**src/rtl/lism_pkg.sv**
```systemverilog
`timescale 1ns / 1ps

package lism_pkg;

	// Signature table geometry
	localparam int SIG_TABLE_LEN = 24;
	localparam int SIG_CHARS     = 11;
	localparam int SIG_IDX_W     = 5;
	localparam int COUNT_W       = 16;

	localparam logic [COUNT_W-1:0] COUNT_MAX        = 16'hFFFF;
	localparam logic [COUNT_W-1:0] SCAN_LIMIT_RESET = 16'd4096;
	localparam logic [7:0]         CASE_FOLD_BIT    = 8'h20;

	// Register indexes
	localparam logic [0:0] REG_SCAN_LIMIT = 1'b0;

	// Match classes
	localparam logic [1:0] CLASS_NONE = 2'd0;

	typedef logic [SIG_IDX_W-1:0] sig_idx_t;

	// Best hit of one byte step
	typedef struct packed {
		logic                hit;
		sig_idx_t            idx;
		logic [COUNT_W-1:0]  start;
	} match_t;

	// Signature text, right-justified: the last character sits in the low byte,
	// so byte j lines up with the window byte j steps back from the newest.
	// Entries are already cut to their compare length.
	localparam logic [8*SIG_CHARS-1:0] SIG_TEXT [SIG_TABLE_LEN] = '{
		"${jndi:",
		"jndi:",
		"jndi:ldap:",
		"jndi:rmi:",
		"jndi:ldaps:",
		"jndi:dns:",
		"jndi:nis:",
		"jndi:iiop:",
		"jndi:nds:",
		"jndi:corba:",
		"jndi:http:",
		"${lower:",
		"${upper:",
		"${env:",
		"${sys:",
		"${java:",
		"${date:",
		"${ctx:",
		"${main:",
		88'h24_7b_6c_6f_67_34_6a,
		"${::-",
		"${hostnam",
		88'h24_7b_64_6f_63_6b_65_72_3a,
		"${k8s"
	};

	localparam logic [3:0] SIG_LEN [SIG_TABLE_LEN] = '{
		4'd7, 4'd5, 4'd10, 4'd9, 4'd11, 4'd9, 4'd9, 4'd10, 4'd9, 4'd11, 4'd10,
		4'd8, 4'd8, 4'd6, 4'd6, 4'd7, 4'd7, 4'd6, 4'd7, 4'd7,
		4'd5, 4'd9, 4'd9, 4'd5
	};

	localparam logic [1:0] SIG_CLASS [SIG_TABLE_LEN] = '{
		2'd1, 2'd1, 2'd1, 2'd1, 2'd1, 2'd1, 2'd1, 2'd1, 2'd1, 2'd1, 2'd1,
		2'd2, 2'd2, 2'd2, 2'd2, 2'd2, 2'd2, 2'd2, 2'd2, 2'd2,
		2'd3, 2'd3, 2'd3, 2'd3
	};

	// Hits of one step all end at the same byte: longer length means earlier
	// start. Rank by length descending, then index ascending.
	localparam sig_idx_t SIG_RANK [SIG_TABLE_LEN] = '{
		5'd4,  5'd9,
		5'd2,  5'd7,  5'd10,
		5'd3,  5'd5,  5'd6,  5'd8,  5'd21, 5'd22,
		5'd11, 5'd12,
		5'd0,  5'd15, 5'd16, 5'd18, 5'd19,
		5'd13, 5'd14, 5'd17,
		5'd1,  5'd20, 5'd23
	};

	// Fold A-Z to lower case
	function automatic logic [7:0] fold_byte(input logic [7:0] b);
		logic [7:0] r;
		r = b;
		if (b >= 8'h41 && b <= 8'h5A) begin
			r = b | CASE_FOLD_BIT;
		end
		return r;
	endfunction

endpackage

```
**src/rtl/lism_match.sv**
```systemverilog
`timescale 1ns / 1ps

module lism_match #(
	parameter int WINDOW_LEN = 11
) (
	input  logic [7:0]                    cur_byte,
	input  logic [7:0]                    win [WINDOW_LEN-1],
	input  logic [lism_pkg::COUNT_W-1:0]  count,
	input  logic [lism_pkg::COUNT_W-1:0]  limit,
	output lism_pkg::match_t              result
);

	logic [7:0]                          taps [WINDOW_LEN];
	logic [lism_pkg::SIG_TABLE_LEN-1:0]  hit;
	logic [lism_pkg::COUNT_W:0]          seen;
	lism_pkg::sig_idx_t                  win_idx;
	logic                                found;

	assign seen = {1'b0, count} + {{lism_pkg::COUNT_W{1'b0}}, 1'b1};

	// Line up the newest byte with the stored window
	always_comb begin
		taps[0] = cur_byte;
		for (int j = 1; j < WINDOW_LEN; j++) begin
			taps[j] = win[j-1];
		end
	end

	// Compare every signature ending at the current byte
	always_comb begin
		for (int i = 0; i < lism_pkg::SIG_TABLE_LEN; i++) begin
			hit[i] = (int'(lism_pkg::SIG_LEN[i]) <= WINDOW_LEN)
				&& (seen >= (lism_pkg::COUNT_W+1)'(lism_pkg::SIG_LEN[i]))
				&& ((seen - (lism_pkg::COUNT_W+1)'(lism_pkg::SIG_LEN[i]))
					< {1'b0, limit});
			for (int j = 0; j < lism_pkg::SIG_CHARS; j++) begin
				if (j < int'(lism_pkg::SIG_LEN[i]) && j < WINDOW_LEN) begin
					if (taps[j] != lism_pkg::SIG_TEXT[i][8*j +: 8]) begin
						hit[i] = 1'b0;
					end
				end
			end
		end
	end

	// Pick the highest-ranked hit
	always_comb begin
		found   = 1'b0;
		win_idx = '0;
		for (int r = 0; r < lism_pkg::SIG_TABLE_LEN; r++) begin
			if (!found && hit[lism_pkg::SIG_RANK[r]]) begin
				found   = 1'b1;
				win_idx = lism_pkg::SIG_RANK[r];
			end
		end
	end

	assign result.hit   = found;
	assign result.idx   = win_idx;
	assign result.start = lism_pkg::COUNT_W'(seen
		- (lism_pkg::COUNT_W+1)'(lism_pkg::SIG_LEN[win_idx]));

endmodule

```
**src/rtl/lookup_injection_signature_matcher_top.sv**
```systemverilog
`timescale 1ns / 1ps

// Case-insensitive signature matcher for directory-lookup injection text.
// Bytes of one message stream in one per cycle; each byte is compared against
// all 24 signatures at once over a window of the newest WINDOW_LEN bytes, and
// the earliest-starting match below scan_limit (lower index on a tie) is kept.
// The last byte of a message produces one result beat (class, index, start,
// or all zeros) and clears the window, byte count and best match. Throughput
// is one byte per cycle while the sink takes results. The input register takes
// a byte and, when stage 1 advances, the result register loads from the
// combinational compare, so a result beat is presented from the result register
// after its last byte has passed the input register. A result held by the
// sink stalls the byte stream. The byte count saturates at 65535. scan_limit
// sits at address 0 of the APB port and resets to 4096. The user is to write
// it only while no message is in flight; the block itself does not enforce this.
module lookup_injection_signature_matcher_top #(
	parameter int WINDOW_LEN = 11
) (
	input  logic        clk,
	input  logic        arst_n,
	// byte stream
	input  logic        in_valid,
	output logic        in_ready,
	input  logic [7:0]  data_byte,
	input  logic        last_byte,
	// result stream
	output logic        out_valid,
	input  logic        out_ready,
	output logic [1:0]  match_class,
	output logic [4:0]  signature_index,
	output logic [15:0] match_start,
	// configuration
	input  logic        psel,
	input  logic        penable,
	input  logic        pwrite,
	input  logic [0:0]  paddr,
	input  logic [31:0] pwdata,
	output logic [31:0] prdata,
	output logic        pready
);

	localparam int CW = lism_pkg::COUNT_W;

	logic                limit_wr;
	logic [CW-1:0]       limit_q;
	logic                s1_valid;
	logic [7:0]          byte_s1;
	logic                last_s1;
	logic [7:0]          win_q [WINDOW_LEN-1];
	logic [CW-1:0]       count_q;
	logic                best_found_q;
	logic [CW-1:0]       best_start_q;
	lism_pkg::sig_idx_t  best_sig_q;
	logic                out_valid_q;
	logic [1:0]          class_q;
	lism_pkg::sig_idx_t  index_q;
	logic [CW-1:0]       start_q;
	logic                advance;
	logic                proc;
	logic [7:0]          folded;
	lism_pkg::match_t    step;
	logic                take;
	logic                new_found;
	logic [CW-1:0]       new_start;
	lism_pkg::sig_idx_t  new_sig;

	// Configuration port
	assign pready = 1'b1;
	assign limit_wr = psel && penable && pwrite && (paddr == lism_pkg::REG_SCAN_LIMIT);

	always_ff @(posedge clk or negedge arst_n) begin
		if (!arst_n) begin
			limit_q <= lism_pkg::SCAN_LIMIT_RESET;
		end else if (limit_wr) begin
			limit_q <= pwdata[CW-1:0];
		end
	end

	always_comb begin
		prdata = '0;
		if (paddr == lism_pkg::REG_SCAN_LIMIT) begin
			prdata = {{(32-CW){1'b0}}, limit_q};
		end
	end

	// Handshake: stage 1 moves whenever the result slot is free or draining
	assign advance  = !out_valid_q || out_ready;
	assign proc     = s1_valid && advance;
	assign in_ready = !s1_valid || advance;

	always_ff @(posedge clk or negedge arst_n) begin
		if (!arst_n) begin
			s1_valid <= 1'b0;
		end else if (in_ready) begin
			s1_valid <= in_valid;
		end
	end

	always_ff @(posedge clk) begin
		if (in_ready && in_valid) begin
			byte_s1 <= data_byte;
			last_s1 <= last_byte;
		end
	end

	// Compare the byte against the window
	assign folded = lism_pkg::fold_byte(byte_s1);

	lism_match #(
		.WINDOW_LEN(WINDOW_LEN)
	) u_match (
		.cur_byte (folded),
		.win      (win_q),
		.count    (count_q),
		.limit    (limit_q),
		.result   (step)
	);

	// Merge this step's hit with the best so far
	assign take = step.hit && (!best_found_q || step.start < best_start_q
		|| (step.start == best_start_q && step.idx < best_sig_q));
	assign new_found = best_found_q || step.hit;
	assign new_start = take ? step.start : best_start_q;
	assign new_sig   = take ? step.idx : best_sig_q;

	// Advance message state; clear it after the last byte
	always_ff @(posedge clk or negedge arst_n) begin
		if (!arst_n) begin
			for (int k = 0; k < WINDOW_LEN-1; k++) begin
				win_q[k] <= '0;
			end
			count_q      <= '0;
			best_found_q <= 1'b0;
			best_start_q <= '0;
			best_sig_q   <= '0;
		end else if (proc) begin
			if (last_s1) begin
				for (int k = 0; k < WINDOW_LEN-1; k++) begin
					win_q[k] <= '0;
				end
				count_q      <= '0;
				best_found_q <= 1'b0;
				best_start_q <= '0;
				best_sig_q   <= '0;
			end else begin
				win_q[0] <= folded;
				for (int k = 1; k < WINDOW_LEN-1; k++) begin
					win_q[k] <= win_q[k-1];
				end
				if (count_q != lism_pkg::COUNT_MAX) begin
					count_q <= count_q + {{(CW-1){1'b0}}, 1'b1};
				end
				best_found_q <= new_found;
				best_start_q <= new_start;
				best_sig_q   <= new_sig;
			end
		end
	end

	// Result register
	always_ff @(posedge clk or negedge arst_n) begin
		if (!arst_n) begin
			out_valid_q <= 1'b0;
		end else if (advance) begin
			out_valid_q <= proc && last_s1;
		end
	end

	always_ff @(posedge clk) begin
		if (proc && last_s1) begin
			if (new_found) begin
				class_q <= lism_pkg::SIG_CLASS[new_sig];
				index_q <= new_sig;
				start_q <= new_start;
			end else begin
				class_q <= lism_pkg::CLASS_NONE;
				index_q <= '0;
				start_q <= '0;
			end
		end
	end

	assign out_valid       = out_valid_q;
	assign match_class     = class_q;
	assign signature_index = index_q;
	assign match_start     = start_q;

	// Input stalls only when both stages are full
	a_stall_full: assert property (@(posedge clk) disable iff (!arst_n)
		!in_ready |-> (s1_valid && out_valid_q))
		else $error("input stalled with a free stage");

	// Last byte leaves the message state cleared
	a_clear: assert property (@(posedge clk) disable iff (!arst_n)
		(proc && last_s1) |=> (count_q == '0 && !best_found_q))
		else $error("message state not cleared after last byte");

	// No best match means the best fields stay zero
	a_best_zero: assert property (@(posedge clk) disable iff (!arst_n)
		!best_found_q |-> (best_start_q == '0 && best_sig_q == '0))
		else $error("best fields set without a match");

	// Saturated count holds within a message
	a_saturate: assert property (@(posedge clk) disable iff (!arst_n)
		(proc && !last_s1 && count_q == lism_pkg::COUNT_MAX)
		|=> (count_q == lism_pkg::COUNT_MAX))
		else $error("byte count wrapped");

	// A no-match result carries all zeros
	a_none_zero: assert property (@(posedge clk) disable iff (!arst_n)
		(out_valid_q && class_q == lism_pkg::CLASS_NONE)
		|-> (index_q == '0 && start_q == '0))
		else $error("no-match result with nonzero fields");

endmodule

```
**config.mk**
```make
export PLATFORM = sky130hd
export DESIGN_NAME = lookup_injection_signature_matcher_top
export DESIGN_NICKNAME = d
export VERILOG_FILES = /design/src/rtl/lism_pkg.sv /design/src/rtl/lism_match.sv /design/src/rtl/lookup_injection_signature_matcher_top.sv
export SDC_FILE = /design/constraint.sdc
export NUM_CORES = 1
export LEC_CHECK = 0
export ABC_CLOCK_PERIOD_IN_PS = 11500
export BUFFER_PORTS_ARGS = -buffer_cell sky130_fd_sc_hd__buf_2
export CAP_MARGIN = 30
export CORE_MARGIN = 2
export CORE_UTILIZATION = 30
export CTS_BUF_LIST = sky130_fd_sc_hd__clkbuf_4
export CTS_CLUSTER_SIZE = 28
export DETAILED_ROUTE_END_ITERATION = 7
export GPL_TIMING_DRIVEN = 1
export PLACE_DENSITY = 0.5
export RECOVER_POWER = 25
export SKIP_LAST_GASP = 1
export SYNTH_ARGS = -nofsm -noshare
export SYNTH_HDL_FRONTEND = slang
export SYNTH_SLANG_ARGS = --single-unit
```
**constraint.sdc**
```tcl
create_clock -name clk -period 11.5 [get_ports clk]
set_clock_uncertainty 0.15 [all_clocks]
set_input_delay 1.15 -clock clk [delete_from_list [all_inputs] [get_ports clk]]
set_output_delay 1.15 -clock clk [all_outputs]
set_load 0.01 [all_outputs]
```
==> summary.md <==
| Metric | Value |
|---|---|
| Area after detailed placement | `between 0.015 and 0.02 mm^2` |
| Synth unique cells | `106` |
| Slowest cell on the critical path | `sky130_fd_sc_hd__dfrtp_2` |
| Number of I/O pins | `between 100 and 150` |
| Actual slew at the worst max-slew pin | `between 4 and 5 ns` |
| Setup TNS | `0 ns` |
| Number of enable-type register cells in the synthesized netlist | `32` |
| Initial antenna violation count | `1` |
| Post-route DRC | `0` |
| Hold-fix buffers at CTS | `0` |
| Main flop type after synthesis | `sky130_fd_sc_hd__dfrtp_1` |
| Required @ worst endpoint | `roughly 12 ns` |
| Source-to-sink clock delay at the later pin of the worst-skew pair | `between 0.7 and 0.8 ns` |
| Endpoint of the most critical setup path | `match_start[11]` |
| Routability congestion estimate from global placement | `0.9807` |
| Port-buffer cells | `73` |
| Via density | `5.653` |
| Post-Synthesis Cells | `between 1500 and 2000` |
| Number of hold violations in the final report | `0` |
| Cell type with the highest aggregate area in the netlist | `sky130_fd_sc_hd__dfrtp_1` |
| Syn_area_per_cell | `8.093 um^2` |
| Clock-pin slew reported for the worst setup and hold paths after clock tree synthesis | `roughly 0.16 ns` |
| Final Max Tran Viols | `132` |
| Yosys warning count | `0` |
| Die Outline Area | `0.05501 mm^2` |
| Worst Setup Start Kind | `register` |
| Clock tree root driver cell | `sky130_fd_sc_hd__clkbuf_4` |
| Outcome | `finished, violations left` |
| Headroom to the max-slew limit | `-166.7%` |
| Worst r2r path cells | `41` |
| Post-detailed-placement half-perimeter wirelength | `45.75 mm` |
| Min Tclk post-route | `10.67 ns` |
| Largest net degree at the start of global routing | `around 100` |
| Portion of total power attributed to the clock network | `roughly 20%` |
| Net load switching power | `0.8318 mW` |
| Via count | `around 15000` |
| Vertical extent of the die | `between 200 and 250 um` |
| GRT Resource Usage Total | `21.74%` |
| Path type of the worst setup path | `reg -> reg` |
| Setup Fix Bufs, Post-CTS | `0` |
| Remaining antenna violation count | `0` |
| Core Footprint | `approximately 0.053 mm^2` |
| Via count of the first global-routing pass | `roughly 15000` |
| Worst EP arrival | `roughly 11 ns` |
| Finish-stage setup viols | `0` |
| TritonCTS buffer count | `17` |
| Detailed-routing iteration count for the pre-antenna-repair pass | `7` |
| Launch point of the worst path | `count_q[2]` |
| Wire length of the first global-routing pass | `about 91 mm` |
| Stages on worst setup path | `41` |
| Final worst-path cycle share | `between 90 and 100%` |
| Fraction of synthesis flops using an asynchronous set or reset pin | `80.95%` |
| Routed wire length | `59.41 mm` |
| Minimum hold slack | `between 0.3 and 0.4 ns` |
| GRT Residual Overflow | `0` |
| Flip-flop and latch count after synthesis | `between 150 and 200` |
| Fraction of post-synthesis cell area in the top cell type by area | `a little over a fifth` |
| Violations in the final reports | `capacitance limit, slew limit` |
| Reg2Reg Setup Slack | `roughly 0.83 ns` |
| Min-Delay Path Class | `reg -> reg` |
| Max Freq | `approximately 94 MHz` |
| Unrepaired setup endpoints after global routing | `false` |
| H-tree levels | `4` |
| Wire length per cell | `roughly 22 um` |
| Delay-heaviest family, CP | `compound AO/OA/AOI/OAI gates` |
| Dominant cells by area after synthesis | `sky130_fd_sc_hd__dfrtp_1 21%, sky130_fd_sc_hd__ha_1 11%, sky130_fd_sc_hd__nand2_1 6.9%` |
| Final instance area | `0.01753 mm^2` |
| Seq/Total Area, Yosys | `roughly 27%` |
| Critical-path maximum fanout | `22` |
| Power density of the placed cells | `around 110 mW/mm^2` |
| Max clock buf depth | `2` |
| Fillcell total | `5615` |
| Die width | `234.5 um` |
| Num Clock Sinks | `168` |
| Reg-to-reg endpoint | `match_start[11]` |
| Area growth, synth to finish | `9.927%` |
| Worst R2R Start | `count_q[2]` |
| Fraction of layout cells with a size suffix above 1 | `12.76%` |
| Initial standard-cell utilization of the core | `30.34%` |
| Capturing element type of the critical path | `register` |
| Number of nets in the finished design | `2216` |
| Cell seen most often among critical-path stages | `sky130_fd_sc_hd__a21o_1` |
| Cell area after synthesis | `0.01594 mm^2` |
| Gate power share | `a little over two fifths` |
| Post-route total power | `~2.0 mW` |
| Share of power burned in registers | `37.2%` |
| Rows | `84` |
| Internal power | `~1.1 mW` |
| Detailed Route Iter0 Violations | `roughly 1300` |
| Worst Path Buf+Inv | `2` |
| Clock tree from TritonCTS | `built` |
| Leakage power figure | `6.876 nW` |
| Worst ir drop on vdd | `71.71 uV` |
| Crit path largest cell delay | `roughly 0.64 ns` |
| Maximum capacitance violations | `2` |
| Switching part of the total | `42.10%` |
==> power by group through the flow <==
stage / logic (mW) / registers [mW] / clock network, mW
2_1_floorplan: 0.589 / 0.720 / 0
3_3_place_gp: 0.817 / 0.744 / 0
3_5_place_dp: 0.838 / 0.746 / 0
4_1_cts: 0.845 / 0.734 / 0.419
5_1_grt: 0.957 / 0.746 / 0.435
6_report: 0.844 / 0.736 / 0.396
==> worst min path at each step <==
stage / from / endpoint / slack (ns) / cells past startpoint
after floorplan: win_q[1] / win_q[1] / 0.30 / 2
after global placement: limit_q[8] / limit_q[8] / 0.34 / 1
after detailed placement: limit_q[4] / limit_q[4] / 0.34 / 1
after CTS: arst_n / win_q[76] / 0.18 / 1
after global routing: data_byte[2] / byte_s1[2] / 0.38 / 1
final: limit_q[8] / limit_q[8] / 0.37 / 1
==> cell type report <==
cell class	count	area, um^2	area share [%]
Inverter	68	255.2	1.456
Clock buffer	18	135.1	0.7710
Sequential cell	168	4368	24.92
Antenna cell	1	2.502	0.01428
Timing Repair Buffer	145	910.9	5.197
Tap cell	688	860.8	4.911
Multi-Input combinational cell	1624	10820	61.74
Clock inverter	14	172.7	0.9852
==> routing by layer <==
layer / vias up / GRT usage, % / share of wire, %
met5: - / 0 / 0
met4: 0 / 8.432 / 3.3
met3: 101 / 3.222 / 4.9
met2: 482 / 34.65 / 46
met1: 7519 / 29.56 / 46
li1: 7308 / - / -
==> Yosys cell counts, types with 7 or more instances <==
library cell                 n
sky130_fd_sc_hd__inv_1      68
sky130_fd_sc_hd__nor4bb_1   14
sky130_fd_sc_hd__nor4_1     43
sky130_fd_sc_hd__o31ai_1     7
sky130_fd_sc_hd__o21a_1     13
sky130_fd_sc_hd__clkbuf_1   67
sky130_fd_sc_hd__o21ai_0   145
sky130_fd_sc_hd__nor3_1     54
sky130_fd_sc_hd__a211oi_1   19
sky130_fd_sc_hd__a21o_1     19
sky130_fd_sc_hd__and3_1     19
sky130_fd_sc_hd__xor2_1     44
sky130_fd_sc_hd__o211ai_1   33
sky130_fd_sc_hd__o221ai_1   18
sky130_fd_sc_hd__or4_1      11
sky130_fd_sc_hd__edfxtp_1   32
sky130_fd_sc_hd__nand3b_1    8
sky130_fd_sc_hd__nand4_1    60
sky130_fd_sc_hd__or2_2      13
sky130_fd_sc_hd__xnor2_1    75
sky130_fd_sc_hd__nor2_1    116
sky130_fd_sc_hd__ha_1      142
sky130_fd_sc_hd__nand3_1    91
sky130_fd_sc_hd__a21oi_1    77
sky130_fd_sc_hd__and4_1     15
sky130_fd_sc_hd__and2_1     21
sky130_fd_sc_hd__nand4b_1   16
sky130_fd_sc_hd__mux2_2     19
sky130_fd_sc_hd__dfrtp_1   135
sky130_fd_sc_hd__or3_1      10
sky130_fd_sc_hd__nor2b_1    25
sky130_fd_sc_hd__a211o_1     7
sky130_fd_sc_hd__nand2b_1   31
sky130_fd_sc_hd__buf_2      28
sky130_fd_sc_hd__buf_4      22
sky130_fd_sc_hd__nor4b_1    11
sky130_fd_sc_hd__nand2_1   292
==> placed cells by master (no fill, tap or decap), types with 12 or more instances in the layout <==
master	synthesis	final
sky130_fd_sc_hd__a21o_1	19	19
sky130_fd_sc_hd__inv_1	68	67
sky130_fd_sc_hd__edfxtp_1	32	32
sky130_fd_sc_hd__nand2b_1	31	31
sky130_fd_sc_hd__o21ai_0	145	144
sky130_fd_sc_hd__o21a_1	13	12
sky130_fd_sc_hd__nor4_1	43	43
sky130_fd_sc_hd__and2_1	21	20
sky130_fd_sc_hd__nand4_1	60	60
sky130_fd_sc_hd__nor3_1	54	50
sky130_fd_sc_hd__buf_2	28	71
sky130_fd_sc_hd__nand4b_1	16	16
sky130_fd_sc_hd__xnor2_1	75	75
sky130_fd_sc_hd__nor4bb_1	14	14
sky130_fd_sc_hd__nand2_1	292	291
sky130_fd_sc_hd__clkbuf_4	0	18
sky130_fd_sc_hd__o211ai_1	33	33
sky130_fd_sc_hd__a21oi_1	77	77
sky130_fd_sc_hd__conb_1	2	17
sky130_fd_sc_hd__a211oi_1	19	19
sky130_fd_sc_hd__and3_1	19	19
sky130_fd_sc_hd__nor2_1	116	115
sky130_fd_sc_hd__xor2_1	44	44
sky130_fd_sc_hd__dfrtp_1	135	133
sky130_fd_sc_hd__or2_2	13	13
sky130_fd_sc_hd__nand3_1	91	91
sky130_fd_sc_hd__nor2b_1	25	25
sky130_fd_sc_hd__buf_4	22	68
sky130_fd_sc_hd__ha_1	142	142
sky130_fd_sc_hd__and4_1	15	15
sky130_fd_sc_hd__mux2_2	19	19
sky130_fd_sc_hd__o221ai_1	18	18
==> flip-flops by register name, summed over array words and instances (netlist names) <==
register         count
out_valid            1
best_sig_q           5
count_q             16
best_found_q         1
last_s1              1
limit_q             16
byte_s1              8
s1_valid             1
match_start         16
signature_index      5
best_start_q        16
match_class          2
win_q               80
==> logic make-up (layout without fill, tap and decap cells) <==
kind of cell,after synthesis,after routing,synth area share [%]
and+or+nand+nor,894,894,29.82
AOI/OAI and AO/OA,428,428,17.90
buffers and inverters,193,245,5.375
DFF,168,168,27.38
adders and majority gates,143,143,11.27
xor gates and xnor gates,121,121,6.741
muxes,21,21,1.468
other,2,18,0.04710
==> through the flow <==
step                setup WS, ns  std cells  utilization, %
detailed placement        0.6149       2691           32.69
global route             0.05616       2726           33.35
floorplan                  2.150       1985               -
global placement          0.5727       2690           32.66
CTS                       0.4964       2723           33.28
finish                    0.8328       2726           33.35
==> repair_timing <==
item                       CTS  global route
hold endpoints to repair     0             0
setup endpoints to repair    0            44
resized for setup            0             9
(Power assumes the default switching activity.)
